**src/rtl/core/idwq_pkg.sv**
```systemverilog
// Shared types, constants and reset tables for the ID whitelist with usage quota.
// Used by idwq_ctrl, idwq_datapath and id_whitelist_with_usage_quota_core.
`default_nettype none

package idwq_pkg;

  localparam int ENTRIES  = 10;
  localparam int IDX_W    = (ENTRIES > 1) ? $clog2(ENTRIES) : 1;
  localparam int LIVE_W   = $clog2(ENTRIES + 1);
  localparam int ID_W     = 32;
  localparam int AMT_W    = 30;
  localparam int CNT_W    = 31;
  localparam int SLOT_W   = 4;
  localparam int PADDR_W  = 3;
  localparam int PDATA_W  = 32;

  localparam logic [CNT_W-1:0] COUNT_MAX   = {CNT_W{1'b1}};
  localparam logic [CNT_W-1:0] QUOTA_RESET = 31'd1000000000;

  // register index taken from the word address bit
  localparam logic REG_QUOTA = 1'b0;

  localparam int INIT_NUM = 10;
  localparam logic [ID_W-1:0] INIT_IDS [INIT_NUM] = '{
    32'ha3e980c4, 32'hcd23e300, 32'h0034a197, 32'h31aa9872, 32'h19840335,
    32'h214a9845, 32'hcdef1239, 32'hb8c0349a, 32'h9e802246, 32'h239f9234
  };
  localparam logic [CNT_W-1:0] INIT_COUNTS [INIT_NUM] = '{
    31'd10, 31'd5, 31'd23, 31'd54, 31'd2, 31'd7, 31'd113, 31'd104, 31'd1, 31'd0
  };

  typedef struct packed {
    logic [ID_W-1:0]  lookup_id;
    logic [AMT_W-1:0] amount;
  } req_t;

  typedef struct packed {
    logic              hit;
    logic [SLOT_W-1:0] slot;
    logic              removed;
    logic [CNT_W-1:0]  new_count;
  } rsp_t;

  typedef enum logic [2:0] {
    ST_IDLE,
    ST_SCAN,
    ST_CHECK,
    ST_SHIFT,
    ST_DONE
  } state_t;

  typedef struct packed {
    logic load;      // latch request, restart scan
    logic step;      // advance scan index
    logic capture;   // matched: record slot, write saturated count
    logic check;     // record quota verdict
    logic shift;     // move entry idx+1 down to idx
    logic dec_live;  // one entry fewer
    logic out_load;  // result into output register
  } cmd_t;

  typedef struct packed {
    logic empty;       // no live entries
    logic match;       // entry at scan index matches
    logic scan_last;   // idx + 1 >= live
    logic shift_last;  // idx + 2 >= live
    logic over_quota;  // captured count above limit
    logic out_busy;    // result waiting and receiver stalled
  } sts_t;

  function automatic logic [ID_W-1:0] init_id(input int i);
    logic [ID_W-1:0] v;
    v = '0;
    if (i < INIT_NUM) v = INIT_IDS[i];
    return v;
  endfunction

  function automatic logic [CNT_W-1:0] init_count(input int i);
    logic [CNT_W-1:0] v;
    v = '0;
    if (i < INIT_NUM) v = INIT_COUNTS[i];
    return v;
  endfunction

endpackage

`default_nettype wire

```
**src/rtl/core/idwq_ctrl.sv**
```systemverilog
// Sequencer for lookup, count update and table compaction.
// Depends on idwq_pkg for state, command and status types.
`default_nettype none

module idwq_ctrl (
  input  wire logic           clk,
  input  wire logic           rst,
  input  wire logic           in_valid,
  output logic                in_stall,
  input  idwq_pkg::sts_t      sts,
  output idwq_pkg::cmd_t      cmd
);

  idwq_pkg::state_t state, state_next;

  always_ff @(posedge clk) begin
    if (rst) begin
      state <= idwq_pkg::ST_IDLE;
    end else begin
      state <= state_next;
    end
  end

  always_comb begin
    state_next = state;
    cmd        = '0;
    in_stall   = 1'b1;
    case (state)
      idwq_pkg::ST_IDLE: begin
        in_stall = 1'b0;
        if (in_valid) begin
          cmd.load   = 1'b1;
          state_next = sts.empty ? idwq_pkg::ST_DONE : idwq_pkg::ST_SCAN;
        end
      end
      idwq_pkg::ST_SCAN: begin
        if (sts.match) begin
          cmd.capture = 1'b1;
          state_next  = idwq_pkg::ST_CHECK;
        end else if (sts.scan_last) begin
          state_next = idwq_pkg::ST_DONE;
        end else begin
          cmd.step = 1'b1;
        end
      end
      idwq_pkg::ST_CHECK: begin
        cmd.check = 1'b1;
        if (!sts.over_quota) begin
          state_next = idwq_pkg::ST_DONE;
        end else if (sts.scan_last) begin
          cmd.dec_live = 1'b1;
          state_next   = idwq_pkg::ST_DONE;
        end else begin
          state_next = idwq_pkg::ST_SHIFT;
        end
      end
      idwq_pkg::ST_SHIFT: begin
        cmd.shift = 1'b1;
        if (sts.shift_last) begin
          cmd.dec_live = 1'b1;
          state_next   = idwq_pkg::ST_DONE;
        end else begin
          cmd.step = 1'b1;
        end
      end
      idwq_pkg::ST_DONE: begin
        if (!sts.out_busy) begin
          cmd.out_load = 1'b1;
          state_next   = idwq_pkg::ST_IDLE;
        end
      end
      default: begin
        state_next = idwq_pkg::ST_IDLE;
      end
    endcase
  end

endmodule

`default_nettype wire

```
**src/rtl/core/idwq_datapath.sv**
```systemverilog
// Whitelist tables, scan index, saturating adder and output register.
// Depends on idwq_pkg for widths, reset tables, command and status types.
`default_nettype none

module idwq_datapath (
  input  wire logic                            clk,
  input  wire logic                            rst,
  input  idwq_pkg::cmd_t                       cmd,
  output idwq_pkg::sts_t                       sts,
  input  idwq_pkg::req_t                       in_data,
  input  wire logic [idwq_pkg::CNT_W-1:0]      quota,
  output logic                                 out_valid,
  input  wire logic                            out_stall,
  output idwq_pkg::rsp_t                       out_data
);

  localparam int XW = idwq_pkg::LIVE_W + 1;

  logic [idwq_pkg::ID_W-1:0]   id_tab  [idwq_pkg::ENTRIES];
  logic [idwq_pkg::CNT_W-1:0]  cnt_tab [idwq_pkg::ENTRIES];
  logic [idwq_pkg::LIVE_W-1:0] live;
  logic [idwq_pkg::IDX_W-1:0]  idx;
  logic [idwq_pkg::IDX_W-1:0]  pos;
  logic [idwq_pkg::IDX_W-1:0]  rd_addr;
  logic [idwq_pkg::ID_W-1:0]   req_id;
  logic [idwq_pkg::AMT_W-1:0]  amt;
  logic [idwq_pkg::CNT_W-1:0]  cnt;
  logic                        hit;
  logic                        gone;
  logic                        shifting;

  logic [XW-1:0]               idx_p1;
  logic [XW-1:0]               idx_p2;
  logic [XW-1:0]               live_x;
  logic [idwq_pkg::CNT_W:0]    sum;
  logic [idwq_pkg::CNT_W-1:0]  cnt_sat;
  logic [idwq_pkg::ID_W-1:0]   rd_id;
  logic [idwq_pkg::CNT_W-1:0]  rd_cnt;

  assign idx_p1  = XW'(idx) + XW'(1);
  assign idx_p2  = XW'(idx) + XW'(2);
  assign live_x  = XW'(live);
  // single read port: entry above idx while compacting, else idx
  assign rd_addr = shifting ? idwq_pkg::IDX_W'(idx_p1) : idx;
  assign rd_id   = id_tab[rd_addr];
  assign rd_cnt  = cnt_tab[rd_addr];

  assign sum     = {1'b0, rd_cnt} + (idwq_pkg::CNT_W + 1)'(amt);
  assign cnt_sat = sum[idwq_pkg::CNT_W] ? idwq_pkg::COUNT_MAX : sum[idwq_pkg::CNT_W-1:0];

  always_comb begin
    sts            = '0;
    sts.empty      = (live == '0);
    sts.match      = (rd_id == req_id);
    sts.scan_last  = (idx_p1 >= live_x);
    sts.shift_last = (idx_p2 >= live_x);
    sts.over_quota = (cnt > quota);
    sts.out_busy   = out_valid && out_stall;
  end

  // tables reset to the built-in list; one write address per cycle
  always_ff @(posedge clk) begin
    if (rst) begin
      for (int i = 0; i < idwq_pkg::ENTRIES; i++) begin
        id_tab[i]  <= idwq_pkg::init_id(i);
        cnt_tab[i] <= idwq_pkg::init_count(i);
      end
      live <= idwq_pkg::LIVE_W'(idwq_pkg::ENTRIES);
    end else begin
      if (cmd.capture) begin
        cnt_tab[idx] <= cnt_sat;
      end else if (cmd.shift) begin
        id_tab[idx]  <= rd_id;
        cnt_tab[idx] <= rd_cnt;
      end
      if (cmd.dec_live) live <= live - idwq_pkg::LIVE_W'(1);
    end
  end

  // shifting follows the quota verdict, so the read address never waits on cmd
  always_ff @(posedge clk) begin
    if (rst) begin
      idx      <= '0;
      hit      <= 1'b0;
      gone     <= 1'b0;
      shifting <= 1'b0;
    end else begin
      if (cmd.load) begin
        idx      <= '0;
        hit      <= 1'b0;
        gone     <= 1'b0;
        shifting <= 1'b0;
      end else if (cmd.step) begin
        idx <= idx + idwq_pkg::IDX_W'(1);
      end
      if (cmd.capture) hit <= 1'b1;
      if (cmd.check) begin
        gone     <= sts.over_quota;
        shifting <= sts.over_quota;
      end
    end
  end

  always_ff @(posedge clk) begin
    if (cmd.load) begin
      req_id <= in_data.lookup_id;
      amt    <= in_data.amount;
    end
    if (cmd.capture) begin
      pos <= idx;
      cnt <= cnt_sat;
    end
  end

  always_ff @(posedge clk) begin
    if (rst) begin
      out_valid <= 1'b0;
    end else if (cmd.out_load) begin
      out_valid <= 1'b1;
    end else if (!out_stall) begin
      out_valid <= 1'b0;
    end
  end

  always_ff @(posedge clk) begin
    if (cmd.out_load) begin
      out_data.hit       <= hit;
      out_data.slot      <= hit ? idwq_pkg::SLOT_W'(XW'(pos)) : '0;
      out_data.removed   <= hit && gone;
      out_data.new_count <= hit ? cnt : '0;
    end
  end

endmodule

`default_nettype wire

```
**src/rtl/core/id_whitelist_with_usage_quota_core.sv**
```systemverilog
// Top level of the ID whitelist with usage quota: APB quota register,
// controller and datapath. Depends on idwq_pkg, idwq_ctrl, idwq_datapath.
`default_nettype none

// Usage
//   Request channel (in_valid / in_stall / in_data): identifier and usage
//   amount. A transaction completes on a rising edge with in_valid high and
//   in_stall low. One request is handled at a time; in_stall is high from
//   acceptance until the result has been handed to the output register.
//   Result channel (out_valid / out_stall / out_data): exactly one result
//   per request - hit, slot, removed, new_count. Miss gives zero fields.
//   Steps per request: accept, scan from slot 0 up to the match (over all
//   live entries on a miss), quota check on a hit, shift steps that close
//   the gap when a hit is over quota, then the result; the scan and the
//   compaction share the single table read port.
//   The output register lets the next request be accepted while a result
//   waits; a stalled result holds and the following one waits in the
//   final state until the register frees.
//   Reset (rst, synchronous): the table returns to the built-in ten entries,
//   all live, and quota_limit to 1000000000. No clearing pass is needed.
//   APB: quota_limit at byte addresses 0 to 3 (paddr[2] low); addresses 4 to 7
//   read zero and ignore writes. Write only while the block is idle.

module id_whitelist_with_usage_quota_core (
  input  wire logic                          clk,
  input  wire logic                          rst,
  input  wire logic                          in_valid,
  output logic                               in_stall,
  input  idwq_pkg::req_t                     in_data,
  output logic                               out_valid,
  input  wire logic                          out_stall,
  output idwq_pkg::rsp_t                     out_data,
  input  wire logic                          psel,
  input  wire logic                          penable,
  input  wire logic                          pwrite,
  input  wire logic [idwq_pkg::PADDR_W-1:0]  paddr,
  input  wire logic [idwq_pkg::PDATA_W-1:0]  pwdata,
  output logic [idwq_pkg::PDATA_W-1:0]       prdata,
  output logic                               pready
);

  logic [idwq_pkg::CNT_W-1:0] quota_limit;
  idwq_pkg::cmd_t             cmd;
  idwq_pkg::sts_t             sts;
  logic                       reg_sel;

  // word index: byte address / 4
  assign reg_sel = paddr[2];
  assign pready  = 1'b1;

  always_ff @(posedge clk) begin
    if (rst) begin
      quota_limit <= idwq_pkg::QUOTA_RESET;
    end else if (psel && penable && pwrite && pready && reg_sel == idwq_pkg::REG_QUOTA) begin
      quota_limit <= pwdata[idwq_pkg::CNT_W-1:0];
    end
  end

  always_comb begin
    prdata = '0;
    if (reg_sel == idwq_pkg::REG_QUOTA) prdata = idwq_pkg::PDATA_W'(quota_limit);
  end

  idwq_ctrl u_ctrl (
    .clk      (clk),
    .rst      (rst),
    .in_valid (in_valid),
    .in_stall (in_stall),
    .sts      (sts),
    .cmd      (cmd)
  );

  idwq_datapath u_dp (
    .clk       (clk),
    .rst       (rst),
    .cmd       (cmd),
    .sts       (sts),
    .in_data   (in_data),
    .quota     (quota_limit),
    .out_valid (out_valid),
    .out_stall (out_stall),
    .out_data  (out_data)
  );

endmodule

`default_nettype wire
```
**config.mk**
```make
export PLATFORM = sky130hd
export DESIGN_NAME = id_whitelist_with_usage_quota_core
export DESIGN_NICKNAME = d
export VERILOG_FILES = /design/src/rtl/core/idwq_pkg.sv /design/src/rtl/core/idwq_ctrl.sv /design/src/rtl/core/idwq_datapath.sv /design/src/rtl/core/id_whitelist_with_usage_quota_core.sv
export SDC_FILE = /design/constraint.sdc
export NUM_CORES = 2
export LEC_CHECK = 0
export ABC_AREA = 1
export ABC_CLOCK_PERIOD_IN_PS = 11800
export BUFFER_PORTS_ARGS = -buffer_cell sky130_fd_sc_hd__buf_2
export CAP_MARGIN = 40
export CORE_MARGIN = 3
export CORE_UTILIZATION = 67
export DETAILED_ROUTE_END_ITERATION = 8
export PLACE_DENSITY = 0.85
export SETUP_SLACK_MARGIN = 0.4
export SYNTH_ARGS = -nofsm -noshare
export SYNTH_HDL_FRONTEND = slang
export SYNTH_SLANG_ARGS = --single-unit
```
**constraint.sdc**
```tcl
create_clock -name clk -period 11.8 [get_ports clk]
set_clock_uncertainty 0.1 [all_clocks]
set_input_delay 0.59 -clock clk [delete_from_list [all_inputs] [get_ports clk]]
set_output_delay 0.59 -clock clk [all_outputs]
set_load 0.1 [all_outputs]
```
==> qor.txt <==
Total CTS buffers - 114
Crit-path max cell delay - 0.76 ns
Yosys top cell area share - 0.639
Power, Total - 12.4 mW
Routed WL per cell - 22.8 um
Measured slew at the worst slew-check pin - 1.08 ns
Slew HR - 0.281
Vias - 41500
Nature of the critical path endpoint - flip-flop
CTS tree - done
Seq cells post-synth - 1187
Placed instance area - 55600 sq um
Min cycle time layout - 8.19 ns
Tcrit/Tclk final - 0.694
Sequential share of the synthesized area - 0.655
Cell mode on critical path - nand2_1
Startpoint Class - flip-flop
First-pass GRT wire length - 222000 um
Die Y - 289 um
Final hold viol count - 0
Synth-to-layout area growth - 11.4%
CTS Hold Buffers Added - 59
Cell area after layout - 59800 sq um
Post-Syn Area - 53700 sq um
Layout cells sized above 1 - 0.0930
CP max stage cell - nand2_1
Non-Filler Instances - 6556
PortBufs - 170
Pre-CTS setup slack - 3.99 ns
Clock latency on the worst-skew pair - 0.70 ns
Mapped Nets - 5446
Layout filler cell count - 4731
Die X - 289 um
Power Density - 208 nW/um^2
Synthesized area per cell - 10.2 sq um
Placed cells - 6282
CP Data Arrival Time - 8.40 ns
Status - finished, final reports clean
Antenna viol nets, final - 0
DR pass1 iterations - 6
Vias/cell - 6.33
Post-DP HPWL - 84500 um
Crit path kind - reg2reg
Leak Pwr - 23.1 nW
NumNets Final - 5584
# IOs - 176
Most common cell in the netlist - nand2_1
Initial Utilization - 0.679
Vias in the first global route - 39500
Utilization after layout - 0.756
Post-cts gate resize count - 0
Clk pin slew, worst setup/hold paths - 0.06 ns
Worst hold slack - 0.0337 ns
Synth top area cells - edfxtp_1 64%, nand2_1 11%, nand3_1 8.9%
Synth async-reset ratio - 0
TritonCTS Sinks - 1187
EDFF count, synth - 1142
CTS root buf - clkbuf_16
Fin worst setup slack - 3.61 ns
CP Max Fanout - 49
Setup TNS Final - 0 ns
F_max - 0.122 GHz
Synth top cells by count - 1526 x nand2_1, 1142 x edfxtp_1, 958 x nand3_1, 482 x nor2_1, 280 x inv_1
HP Class - in2reg
Worst Path Required - 12.02 ns
Distinct cell type count after synthesis - 50
Max-slew violations - 0
Dominant synthesized flop cell - edfxtp_1
# DRC - 0
RSZ-0062 raised after global routing - no
Ant. Diodes - 0
Routability congestion estimate - 0.950
Post-CTS Setup Repair Bufs - 0
Synth Warn # - 0
Die area - 83600 sq um
DRT iter0 DRCs - 6306
Total global routing track utilization - 0.352
Antenna violations before repair - 3
Pin count of the biggest net entering global routing - 204
Post-Synthesis Cells - 5269
Aggregate routed wire length - 149000 um
Total of max-cap violations - 0
Maximum VDD drop - 0.167 mV
Gr ovfl total - 0
Post-synth top area cell - edfxtp_1
Final setup violation count - 0
CTS max path bufs - 3
Depth of the CTS H-tree - 3
Rows - 103
Core box area - 79100 sq um
[cell usage in the layout, fill, tap and decap left out, types with 14 or more instances in the layout]
master	netlist	layout
nand3_1	958	957
o211ai_1	17	17
edfxtp_1	1142	1142
dfxtp_1	45	45
a21oi_1	73	72
nand2_1	1526	1525
o21ai_0	89	86
nor3_1	98	96
buf_4	28	82
nand2_2	15	14
nor2_1	482	469
inv_1	280	279
clkbuf_1	122	20
ha_1	72	72
clkinv_1	39	69
xor2_1	19	19
clkbuf_16	0	116
buf_2	104	170
dlygate4sd3_1	0	59
clkinv_2	0	27
[critical path: cells and delay by family, from the launching register on]
family	cells	cell delay (ns)
and+or+nand+nor	16	3.15
adders and majority gates	1	0.40
AOI/OAI and AO/OA	1	0.09
DFF	1	0.72
buffers and inverters	8	3.20
[where the power goes]
part           total (mW)  internal [mW]  switching, mW
Combinational        3.90          0.998           2.90
Clock                3.59           2.02           1.57
Sequential           4.95           4.86         0.0931
[worst paths after layout]
kind                      from             endpoint  slack, ns  cells after the start
setup / recovery   u_dp.idx[1]  u_dp.cnt_tab[6][20]       3.61                     26
hold / removal      pwdata[27]      quota_limit[27]       0.03                      3
setup reg to reg   u_dp.idx[1]  u_dp.cnt_tab[6][20]       3.61                     26
hold reg to reg   u_dp.live[1]         u_dp.live[1]       0.38                      2
[registers in the layout, summed over array words and instances, names as in the netlist]
signal          flops
u_dp.live           4
u_dp.out_valid      1
quota_limit        31
u_dp.gone           1
u_dp.req_id        32
u_dp.amt           30
u_dp.out_data      37
u_ctrl.state        3
u_dp.cnt_tab      496
u_dp.id_tab       512
u_dp.idx            4
u_dp.hit            1
u_dp.pos            4
u_dp.cnt           31
[area by class of cell]
| cell class | instances | area (sq um) | area share |
|---|---|---|---|
| multi-input combinational | 3446 | 16000 | 0.267 |
| sequential | 1187 | 35200 | 0.588 |
| timing repair buffer | 329 | 2450 | 0.0410 |
| clock buffer | 140 | 3030 | 0.0507 |
| tap | 1050 | 1310 | 0.0220 |
| inverter | 329 | 1240 | 0.0207 |
| clock inverter | 75 | 661 | 0.0110 |
[routing by layer]
metal | vias up | share of wire | track usage
li1 | 18200 | - | -
met1 | 19300 | 0.34 | 0.471
met2 | 3412 | 0.45 | 0.543
met3 | 611 | 0.15 | 0.0910
met4 | 0 | 0.052 | 0.174
met5 | - | 0 | 0
[cells by family after synthesis]
group | share of synthesized area
compound gates | 0.0232
flops | 0.655
xor+xnor | 0.00408
fa+ha+maj | 0.0171
buf+inv | 0.0517
simple gates | 0.248
other cells | 0.000140
Power figures use the tool's default switching activity.
